--- config.mk ---
export PLATFORM = sky130hd
export DESIGN_NAME = dis_mod_unit
export DESIGN_NICKNAME = d
export VERILOG_FILES = /design/src/hdl/dis_pkg.sv /design/src/hdl/dis_mod_unit.sv
export SDC_FILE = /design/constraint.sdc
export NUM_CORES = 1
export LEC_CHECK = 0
export BUFFER_PORTS_ARGS = -buffer_cell sky130_fd_sc_hd__clkbuf_2
export CAP_MARGIN = 20
export CORE_ASPECT_RATIO = 2
export CORE_UTILIZATION = 55
export DETAILED_ROUTE_END_ITERATION = 8
export PLACE_DENSITY = 0.79
export SLEW_MARGIN = 5
export SYNTH_ARGS = -nofsm -noshare
export SYNTH_HDL_FRONTEND = slang
export SYNTH_SLANG_ARGS = --single-unit
export TNS_END_PERCENT = 30
--- constraint.sdc ---
create_clock -name clk -period 3.15 [get_ports clk]
set_input_delay 0.1575 -clock clk [delete_from_list [all_inputs] [get_ports clk]]
set_output_delay 0.1575 -clock clk [all_outputs]
set_load 0.1 [all_outputs]
--- src/hdl/dis_pkg.sv ---
`timescale 1ns / 1ps
`default_nettype none
// ----------------------------------------------------------------------------
// dis_pkg
// Shared field types and fixed constants of the distinct index sampler.
// ----------------------------------------------------------------------------
package dis_pkg;

  // Fixed field widths of the ports
  localparam int RAND_W  = 31;
  localparam int SEL_W   = 10;
  localparam int CFG_W   = 11;

  // Width of the sample epoch mark kept with every slot
  localparam int EPOCH_W = 8;

  typedef logic [RAND_W-1:0]  rand_t;
  typedef logic [SEL_W-1:0]   sel_t;
  typedef logic [CFG_W-1:0]   cfg_t;
  typedef logic [EPOCH_W-1:0] epoch_t;

  // Population size after reset
  localparam cfg_t CFG_RESET = cfg_t'(1024);

  // Epoch written by the clearing pass; live samples never use it
  localparam epoch_t EPOCH_CLEAR = '0;
  localparam epoch_t EPOCH_FIRST = epoch_t'(1);
  localparam epoch_t EPOCH_LAST  = '1;

endpackage : dis_pkg
`default_nettype wire

--- src/hdl/dis_mod_unit.sv ---
`timescale 1ns / 1ps
`default_nettype none
// ----------------------------------------------------------------------------
// dis_mod_unit
// Restoring remainder unit: one dividend bit per cycle.
// ----------------------------------------------------------------------------
module dis_mod_unit #(
  parameter int DIV_W = 11
) (
  input  wire logic                 clk,
  input  wire logic                 rst,
  input  wire logic                 start,
  input  wire dis_pkg::rand_t       dividend,
  input  wire logic [DIV_W-1:0]     divisor,
  output logic                      done,
  output logic [DIV_W-1:0]          remainder
);

  localparam int CntW = $clog2(dis_pkg::RAND_W);

  logic                  busy;
  logic [CntW-1:0]       cnt;
  dis_pkg::rand_t        dvd;
  logic [DIV_W-1:0]      dsr;
  logic [DIV_W-1:0]      rem;
  logic [DIV_W:0]        trial;
  logic [DIV_W-1:0]      rem_next;

  // Shift in the next dividend bit, subtract when the partial remainder fits
  always_comb begin
    trial = {rem, dvd[dis_pkg::RAND_W-1]};
    if (trial >= {1'b0, dsr}) begin
      rem_next = DIV_W'(trial - {1'b0, dsr});
    end else begin
      rem_next = trial[DIV_W-1:0];
    end
  end

  // Control: load on start, step while busy, pulse done on the last bit
  always_ff @(posedge clk) begin
    if (rst) begin
      busy <= 1'b0;
      done <= 1'b0;
      cnt  <= '0;
    end else begin
      done <= 1'b0;
      if (start) begin
        busy <= 1'b1;
        cnt  <= '0;
      end else if (busy) begin
        cnt <= cnt + CntW'(1);
        if (cnt == CntW'(dis_pkg::RAND_W - 1)) begin
          busy <= 1'b0;
          done <= 1'b1;
        end
      end
    end
  end

  // Datapath: operand and partial remainder registers
  always_ff @(posedge clk) begin
    if (start) begin
      dvd <= dividend;
      dsr <= divisor;
      rem <= '0;
    end else if (busy) begin
      dvd <= {dvd[dis_pkg::RAND_W-2:0], 1'b0};
      rem <= rem_next;
    end
  end

  assign remainder = rem;

endmodule : dis_mod_unit
`default_nettype wire

# Word-level counts from Yosys, hierarchy flattened
# Index checks and enable logic that the tools add are counted.
# op_classes
add_sub_neg	2
mul	0
div	0
order_cmp	1
n_eq_ne	1
n_shift	0
mux	7
bitwise	1
n_reduce_logical	3
# op_table
cell	n
$mux W31	2
$ge A12 B11 Y1	1
$mux W11	1
$sub A11 B11 Y11	1
$add A5 B1 Y5 const B	1
$eq A5 B5 Y1 const B	1
$mux W1	4
$reduce_or A3 Y1	1
$reduce_bool A2 Y1	1
$reduce_or A2 Y1	1
$not A1 Y1	1
# word_totals
reg_bits	60
latchBits	0
ramBits	0
romBits	0
inputBits	45
output_inout_bits	12
word_cells	21
mem_count	0

# Longest topological paths before layout
# Gate-level depths: netlist (run 1).
# logic_depth
depth_word	4
mapped_depth	10
ltp_nobuf	9

# Worst setup path after synthesis (run 1)
# No wires, ideal clock.
# synth_path
path_kind	reg2reg
startpoint	register rem[0] (netlist: remainder[0])
endpoint	register rem[6] (netlist: remainder[6])
setup_time_ns	0.088
arrival_ns	3.153
t_required_ns	3.062
path_slack_ns	-0.092
stages_incl_launch_ff	10
path_buffers	1
period_less_slack_ns	3.242
path_cell_list	dfxtp_1 inv_1 fa_1 and2b_1 o22ai_2 a211o_1 and2_1 buf_6 or3b_1 a311oi_2
# synth_via
elab_chain_cells	2
elab_cells_between_ends	3
cone_classes	add/sub (1); order compare (1); mux (1)
# synth_rtl
element	line_no	rtl
start, declared	dis_mod_unit.sv:25	logic [DIV_W-1:0] rem;
start signal, assigned	dis_mod_unit.sv:68	rem <= rem_next;
$sub A11 B11 Y11 or $ge A12 B11 Y1 (tied branches)	dis_mod_unit.sv:33, dis_mod_unit.sv:32	
$mux W11 (*)	dis_mod_unit.sv:32	if (trial >= {1'b0, dsr}) begin
# Every way passes the cells marked *; elsewhere a longest branch is shown, timed or not.
# A chain may end at the register's enable or synchronous reset.

# Worst setup path after layout (run 1)
# layout_path
startpoint	register dvd[30]
endpoint	register rem[6] (netlist: remainder[6])
# layout_via
elab_chain_cells	2
elab_cells_between_ends	3
cone_classes	add/sub (1); order compare (1); mux (1)
# layout_rtl
element	line_no	rtl
start, declared	dis_mod_unit.sv:23	dis_pkg::rand_t dvd;
start signal, assigned	dis_mod_unit.sv:63	dvd <= dividend;
start signal, assigned	dis_mod_unit.sv:67	dvd <= {dvd[dis_pkg::RAND_W-2:0], 1'b0};
$sub A11 B11 Y11 or $ge A12 B11 Y1 (tied branches)	dis_mod_unit.sv:33, dis_mod_unit.sv:32	
$mux W11 (*)	dis_mod_unit.sv:32	
# Marks and branches as above.

==> impl_metrics.toml, run 1 <==
[status]
outcome = "completed"

[clock_network]
cts_tree = "built"
numCtsBuffers = 9
cts_setup_buffers = 0
ctsHtreeMaxLevel = 3
clockBufferDepth = 2
cts_resized = 0
numClockSinks = 60
clk_pin_slew_worst_paths_ns = 0.06
worstSkewPairLatency_ns = 0.35
ctsHoldBuffers = 12
clockRootBuffer = "clkbuf_8"

[timing]
drv_slew = 0
setup_tns_ns = 0
slew_headroom = 0.418
hold_viol_final = 0
finClkSkew_ns = 0.0110
max_slew.worst_pin.slew_ns = 0.870
setup_viol = 0
min_period_over_period = 0.875
rsz0062_at_grt = "false"
max_freq_mhz = 363
period_minus_slack_ns = 2.76

[layout]
fillers = 403
final_util = 0.696
num-nets-final = 380
drive_above_1_share = 0.325
mostFrequentLayoutCells = "clkbuf_2, edfxtp_1, mux2_2"
area_growth_pct = 20.9
mostFrequentLayoutCell = "clkbuf_2"
n_antenna_cell = 0
seq_area_sq_um = 1620
multiInputGateArea_sq_um = 1230

[floorplanning]
die_h_microns = 106
die_w_microns = 53.9
start_util = 0.576
core_sq_um = 5140
rows = 37
ioPinCount = 57
dieArea_sq_um = 5690

[detailed_routing]
antenna_left = 0
first_iter_violations = 56
via_count = 2169
wl_mm = 6.59
firstDrtPassIters = 4
wl_per_cell_microns = 17.2
route.detailed.drc = 0
vias_per_cell = 5.65

[logic_synthesis]
postSynthCellCount = 247
synth_edf_count = 42
avgSynthCellArea_sq_um = 12.0
synth_fp_nets = 306
ys_ff_latch = 60
synthTopCellsByArea = "edfxtp_1, dfxtp_1, mux2_2"
synth_area_leader_cell = "edfxtp_1"
synth_warnings = 0
synth_cell_type_count = 47
synthArstFlopShare = 0
synth_top_cell_area_share = 0.426
synthFlopType = "edfxtp_1"
ys_seq_area_frac = 0.548
synth_area_sq_um = 2960

[power]
ir_worst_vdd_mv = 0.427
p_switching_mw = 0.481
power_per_cell_area_nw_per_um2 = 509
seqPwrFrac = 0.519
p_leak_nw = 1.51
p_comb_frac = 0.155
pwr-share-clk = 0.326
power_switching_share = 0.264
p_int_mw = 1.34

[setup_path]
cp_max_fo = 8
arrival_ns = 3.01
required_ns = 3.40
crit_buf_inv = 1
cp-end-kind = "flip-flop"
cpPeakStageDelay_ns = 0.42
path_cells = "inv_1, ha_1, fa_1, and2b_1, o22ai_2, a211o_1, and2_1, or3b_1, a311oi_2"
crit_family = "simple AND/OR/NAND/NOR gates"
r2r_cells = 9
cp.depth = 9
critPathSlowestCell = "or3b_1"
start_kind = "flip-flop"
worst-setup-path-type = "flip-flop to flip-flop"

[job]
maxCapViolCount = 0

[min_path]
hold_path.class = "input port to flip-flop"
whs_path_depth = 2

[global_route]
grt_start_max_net_pins = 49
antenna_found_initial = 0
grt_use_total = 0.275
overflow = 0
grt_pass1_wl_mm = 10.8
grt_pass1_vias = 2292

[place]
io_buffers = 56
place_congestion = 0.902
dpl.hpwl_mm = 4.71
==> cell families (layout without fill, tap and decap cells) <==
kind of cell | after synthesis | count (layout) | synth area share
compound gates | 49 | 49 | 0.112
xor+xnor | 8 | 8 | 0.0237
fa+ha+maj | 14 | 14 | 0.0618
buf+inv | 25 | 104 | 0.0343
flops | 60 | 60 | 0.548
mux | 33 | 33 | 0.125
simple gates | 58 | 58 | 0.0952
==> worst reg2reg max path: stages (launching register included) <==
cell and delay (ns):
edfxtp_1 0.34, inv_1 0.05, ha_1 0.22, fa_1 0.40, and2b_1 0.24, o22ai_2 0.11, a211o_1 0.37, and2_1 0.27
or3b_1 0.42, a311oi_2 0.25
==> sequential cells by signal (all words and copies together), names as in the netlist <==
signal and count:
dvd 31, dsr 11, remainder 11, cnt 5, busy 1, done 1
==> synthesized netlist by cell type, types with 2 or more instances <==
cell	number
nand2b_1	2
clkbuf_1	4
and2_1	2
nor2_1	19
nor3_1	4
nor2b_1	2
mux2i_1	2
o21ai_0	14
a21o_1	2
dfxtp_1	18
inv_1	18
ha_1	13
edfxtp_1	42
a211oi_1	3
a21oi_1	12
a22o_1	2
mux2_2	31
buf_1	2
o21a_1	3
nand4_1	5
nand2_1	15
xor2_1	4
xnor2_1	4
==> worst paths after layout <==
check | start | end | slack [ns]
worst max-delay path | dvd[30] | remainder[6] | 0.39
worst min-delay path | dividend[0] | dvd[0] | 0.1
worst max register to register | dvd[30] | remainder[6] | 0.39
worst min register to register | remainder[8] | remainder[8] | 0.51
==> metal layers <==
metal	routed length [microns]	part of all wire	global-route usage
met5	0	0	0
met4	335	0.051	0.209
met3	274	0.042	0.0592
met2	3580	0.54	0.447
met1	2400	0.36	0.291
==> final cells by class <==
class / instances / area share
Clock buffer: 13 / 0.0417
Clock inverter: 3 / 0.00350
Inverter: 18 / 0.0189
Multi-Input combinational cell: 162 / 0.345
Sequential cell: 60 / 0.454
Tap cell: 58 / 0.0203
Timing Repair Buffer: 70 / 0.116
==> power groups by stage <==
stage / Clock (mW) / Combinational [mW] / Sequential, mW
global placement: 0 / 0.263 / 0.960
detailed placement: 0 / 0.269 / 0.962
CTS: 0.605 / 0.281 / 0.947
global route: 0.633 / 0.309 / 0.952
finish: 0.593 / 0.282 / 0.946
floorplan: 0 / 0.160 / 0.987
==> per-stage QoR <==
stage	power (mW)	cell area (sq um)	instances	setup WS (ns)	hold slack (ns)
after global routing	1.89	3570	384	0.277	0.109
after CTS	1.83	3570	384	0.412	0.0864
final	1.82	3570	384	0.394	0.0987
after floorplan	1.15	2960	247	0.270	0.230
after global placement	1.22	3290	356	0.518	0.329
after detailed placement	1.23	3290	356	0.430	0.332
Note: power is estimated with default switching activity, not from simulation.
==> inputs of run 2 (changes only) <==
--- a/config.mk
+++ b/config.mk
@@ -16,3 +16,3 @@
 export SYNTH_HDL_FRONTEND = slang
 export SYNTH_SLANG_ARGS = --single-unit
-export TNS_END_PERCENT = 30
+export TNS_END_PERCENT = 5
==> constraint.sdc (replaced) <==
create_clock -name clk -period 3.15 [get_ports clk]
set_input_delay 0.1575 -clock clk [delete_from_list [all_inputs] [get_ports clk]]
set_output_delay 0.1575 -clock clk [all_outputs]
set_load 0.01 [all_outputs]
==> run 2 against run 1 <==
  * Via count grew 1.0%
  * Design area grew 1.0%
  * Non-clock buffer count grew 1
  * Count of clock-buffer cells in the layout shrank 4
  * Register-to-register slack gained 0.03 ns
  * Clock power grew 13%
  * Critical path type unchanged
  * Largest cell class unchanged
==> impl_metrics.toml, run 2 (synthesis results as in run 1) <==
[status]
outcome = "completed"

[layout]
mostFrequentLayoutCells = "clkbuf_2, edfxtp_1, mux2_2"
fin_area_sq_um = 3610
num-nets-final = 381
largest_register = "dvd"
largest_reg_flops = 31
mostFrequentLayoutCell = "clkbuf_2"
n_antenna_cell = 0
area_growth_pct = 22.1
drive_above_1_share = 0.339

[setup_path]
cp-end-kind = "flip-flop"
cp_max_fo = 8
worst-setup-path-type = "flip-flop to flip-flop"
arrival_ns = 2.96
required_ns = 3.39
start_kind = "flip-flop"

[power]
power_per_cell_area_nw_per_um2 = 515
p_leak_nw = 1.53
ir_worst_vdd_mv = 0.526

[detailed_routing]
firstDrtPassIters = 4
via_count = 2191
antenna_left = 0
route.detailed.drc = 0
vias_per_cell = 5.69
wl_mm = 6.41
first_iter_violations = 50
wl_per_cell_microns = 16.6

[timing]
max_freq_mhz = 367
setup_viol = 0
drv_slew = 0
hold_viol_final = 0
period_minus_slack_ns = 2.72
max_slew.worst_pin.slew_ns = 0.830
finClkSkew_ns = 0.00643
setup_tns_ns = 0
rsz0062_at_grt = "false"
min_period_over_period = 0.864
slew_headroom = 0.447

[global_route]
grt_pass1_vias = 2244
overflow = 0
grt_use_total = 0.257
antenna_found_initial = 0
grt_pass1_wl_mm = 10.1
grt_start_max_net_pins = 36

[clock_network]
cts_tree = "built"
clockRootBuffer = "clkbuf_8"
numCtsBuffers = 9
worstSkewPairLatency_ns = 0.33
numClockSinks = 60
cts_setup_buffers = 0
ctsHtreeMaxLevel = 3
clk_pin_slew_worst_paths_ns = 0.07
clockBufferDepth = 2

[min_path]
hold_path.class = "input port to flip-flop"

[job]
maxCapViolCount = 0

[place]
io_buffers = 56
dpl.hpwl_mm = 4.55
place_congestion = 0.948
place_area_sq_um = 3300

[floorplanning]
core_sq_um = 5140
ioPinCount = 57
rows = 37
dieArea_sq_um = 5690
start_util = 0.576
die_h_microns = 106
die_w_microns = 53.9
run 2: power by group:
| part | switching, mW | leakage (nW) | internal (mW) |
|---|---|---|---|
| clock network | 0.308 | 0.0910 | 0.360 |
| registers | 0.0267 | 0.566 | 0.917 |
| logic | 0.127 | 0.868 | 0.122 |
| total | 0.462 | 1.53 | 1.40 |
run 2: worst paths after layout:
kind                startpoint           end  slack, ns  cells after the start
setup / recovery       dvd[30]  remainder[6]       0.43                      9
hold / removal     dividend[0]        dvd[0]       0.12                      2
setup reg to reg       dvd[30]  remainder[6]       0.43                      9
hold reg to reg   remainder[8]  remainder[8]       0.50                      2
run 2: worst max-delay path, stage by stage, from the launching register on:
cell      delay (ns)
edfxtp_1        0.35
inv_1           0.05
ha_1            0.22
fa_1            0.40
and2b_1         0.24
o22ai_2         0.10
a211o_1         0.37
and2_1          0.26
or3b_1          0.41
a311oi_2        0.24
run 2: final cells by class:
cell class / instances / area (sq um)
sequential: 60 / 1620
fill: 382 / 1530
multi-input combinational: 162 / 1230
timing repair buffer: 71 / 423
clock buffer: 9 / 124
tap: 58 / 72.6
clock inverter: 7 / 67.6
inverter: 18 / 67.6
run 2: repair_timing:
action,CTS,global route
resized for setup,0,0
hold endpoints to repair,12,0
setup endpoints to repair,0,0
hold buffers,12,0
run 2: metal layers:
layer | vias to the layer above | global-route usage | share of wire
met2 | 76 | 0.446 | 0.56
met4 | 0 | 0.141 | 0.047
met5 | - | 0 | 0
met1 | 1037 | 0.250 | 0.36
met3 | 22 | 0.0779 | 0.039
li1 | 1056 | - | -
run 2: stage by stage:
step                      setup slack, ns  std cells   util  hold slack, ns  total power [mW]
after floorplan                     0.594        247      -           0.230              1.11
after global placement              0.519        357  0.642           0.326              1.19
after detailed placement            0.438        357  0.642           0.336              1.19
after CTS                           0.432        385  0.703           0.110              1.87
after global routing                0.332        385  0.703           0.103              1.93
final                               0.427        385  0.703           0.124              1.86
==> inputs of run 3 (changes only) <==
Settings changed: ABC_AREA set to 1.
==> run 3 against run 2 <==
  * Via count is 25% higher
  * Global-route usage is 0.64 points lower
  * Critical path depth is 4 higher
  * Total power is 7.7% higher
  * Sequential power is 0.7% lower
  * Worst setup slack better by 0.53 ns
  * Sequential cell count stayed put
  * Combinational power is 12% lower
  * Largest power group unchanged
  * Die area is 9.1% higher
  * Hold slack worse by 0.11 ns
  * Area after synthesis is 9.4% higher
  * Count of clock-buffer cells in the layout is 3 higher
==> impl_metrics.toml, run 3 <==
[clock_network]
worstSkewPairLatency_ns = 0.32
ctsHtreeMaxLevel = 3
clk_pin_slew_worst_paths_ns = 0.05
clockBufferDepth = 2
numCtsBuffers = 9
clockRootBuffer = "clkbuf_16"
cts_resized = 0
cts_tree = "built"
cts_setup_buffers = 0
numClockSinks = 60

[timing]
rsz0062_at_grt = "false"
slew_headroom = 0.426
drv_slew = 0
setup_tns_ns = 0
setup_viol = 0
finClkSkew_ns = 0.00356
hold_viol_final = 0
max_slew.worst_pin.slew_ns = 0.860
layout_setup_ws_ns = 0.955
max_freq_mhz = 456
period_minus_slack_ns = 2.19
min_period_over_period = 0.697

[setup_path]
arrival_ns = 2.41
path_cells = "inv_1, ha_1, fa_1, inv_1, nand2_2, nand2_2, nand2_2, nand2_1, nand2_2, nand3_2, nand2_1, nand3_1, o21ai_1"
cp-end-kind = "flip-flop"
cp_common_cell = "nand2_2"
critPathSlowestCell = "fa_1"
cpPeakStageDelay_ns = 0.41
r2r_cells = 13
cp_max_fo = 12
crit_family = "simple AND/OR/NAND/NOR gates"
worst-setup-path-type = "flip-flop to flip-flop"
cp.depth = 13
required_ns = 3.36
crit_buf_inv = 2
start_kind = "flip-flop"

[logic_synthesis]
postSynthCellCount = 399
yosysMostFrequentCell = "nand2_1"
synthTopCellsByArea = "edfxtp_1, nand2_1, dfxtp_1"
synth_top_family_by_area = "simple AND/OR/NAND/NOR gates"
synthFlopType = "edfxtp_1"
synth_fp_nets = 458
synthMuxAreaShare = 0
synth_cell_type_count = 29
ys_ff_latch = 60
synth_compound_area_frac = 0.0263
synthTopCellsByCount = "nand2_1, inv_1, edfxtp_1"
synth_top_cell_area_share = 0.390
synth_area_leader_cell = "edfxtp_1"
synth_edf_count = 42
synthAdderAreaFrac = 0.0565
synth_area_sq_um = 3240
avgSynthCellArea_sq_um = 8.11
synth_warnings = 0
ys_seq_area_frac = 0.501
yosys.area_share.simple = 0.314
synthArstFlopShare = 0
synth_xor_xnor_area_share = 0.00812

[floorplanning]
rows = 39
core_sq_um = 5710
ioPinCount = 57
start_util = 0.567
die_h_microns = 110
dieArea_sq_um = 6210
die_w_microns = 56.2

[layout]
mostFrequentLayoutCell = "nand2_1"
fin_area_sq_um = 3840
mostFrequentLayoutCells = "nand2_1, inv_1, clkbuf_2"
largest_reg_flops = 31
final_util = 0.672
drive_above_1_share = 0.190
area_growth_pct = 18.6
num-nets-final = 517
fillers = 484
largest_register = "dvd"
n_antenna_cell = 0
final_cells = 524

[detailed_routing]
antenna_left = 0
vias_per_cell = 5.22
wl_per_cell_microns = 13.4
first_iter_violations = 102
route.detailed.drc = 0
wl_mm = 7.05
via_count = 2736
firstDrtPassIters = 4

[place]
dp_slack_ns = 0.975
dp_cells = 503
dpl.hpwl_mm = 5.36
io_buffers = 56
place_congestion = 0.883
place_area_sq_um = 3520

[global_route]
globalRouteMet2Util = 0.471
busiest_layer = "met2"
antenna_found_initial = 0
grt_use_met1 = 0.235
overflow = 0
use_met3 = 0.0574
grt_use_total = 0.250
grt_start_max_net_pins = 32
grt_pass1_wl_mm = 11.8
grt_pass1_vias = 2747

[min_path]
whs_path_depth = 1
hold_path.class = "input port to flip-flop"

[job]
maxCapViolCount = 0

[status]
outcome = "completed"

[power]
ir_worst_vdd_mv = 0.559
power_per_cell_area_nw_per_um2 = 522
p_leak_nw = 1.98
-- run 3: changes by cell type after synthesis, sizes merged, moves of 9 or more --
cell   previous run  this run
nand2            15       169
mux2             31         0
nand4             5        15
inv              18        59
o21ai            14         5
nand3             1        28
-- run 3: cells by family (layout without fill, tap and decap cells) --
family	count (synthesis)	after routing
buf+inv	74	138
simple gates	233	233
flops	60	60
xor+xnor	3	3
compound gates	15	15
fa+ha+maj	14	14
-- run 3: final timing paths --
path         slack (ns)    startpoint      endpoint
max                0.96       dvd[30]  remainder[1]
min                0.01    divisor[2]        dsr[2]
max reg2reg        0.96       dvd[30]  remainder[1]
min reg2reg        0.50  remainder[8]  remainder[8]
-- run 3: layout make-up --
class                   count  area (sq um)  area share
flip-flops and latches     60          1620       0.423
multi-input cells         265          1310       0.341
repair buffers             63           345      0.0900
clock buffers              12           246      0.0642
inverters                  59           221      0.0577
well taps                  61          76.3      0.0199
clock inverters             4          16.3     0.00424
-- run 3: power by group --
group          leakage, nW  switching (mW)  total (mW)  internal [mW]
Combinational         1.28           0.136       0.219         0.0833
Sequential           0.572          0.0220       0.937          0.915
Clock                0.129           0.305       0.847          0.542
Total                 1.98           0.464        2.00           1.54
-- run 3: worst reg2reg max path, stage by stage, from the launching register on --
cell and delay, ns:
edfxtp_1 0.32, inv_1 0.05, ha_1 0.23, fa_1 0.41, inv_1 0.12, nand2_2 0.06
nand2_2 0.08, nand2_2 0.06, nand2_1 0.07, nand2_2 0.15, nand3_2 0.28, nand2_1 0.10
nand3_1 0.08, o21ai_1 0.06
-- run 3: layer usage --
layer / part of all wire / routed length (microns)
met1: 0.35 / 2470
met5: 0 / 0
met3: 0.029 / 205
met2: 0.58 / 4110
met4: 0.037 / 261
-- run 3: stage by stage --
| step | hold slack [ns] | power, mW |
|---|---|---|
| 3_5_place_dp | 0.335 | 1.16 |
| 3_3_place_gp | 0.323 | 1.16 |
| 4_1_cts | 0.00452 | 2.01 |
| 5_1_grt | 0.00356 | 2.09 |
| 2_1_floorplan | 0.227 | 1.09 |
| 6_report | 0.0114 | 2.00 |
-- run 3: timing repair --
item                                   CTS  global route
hold buffers                             3             2
endpoints found under the hold margin    3             2
setup endpoints to repair                0             0
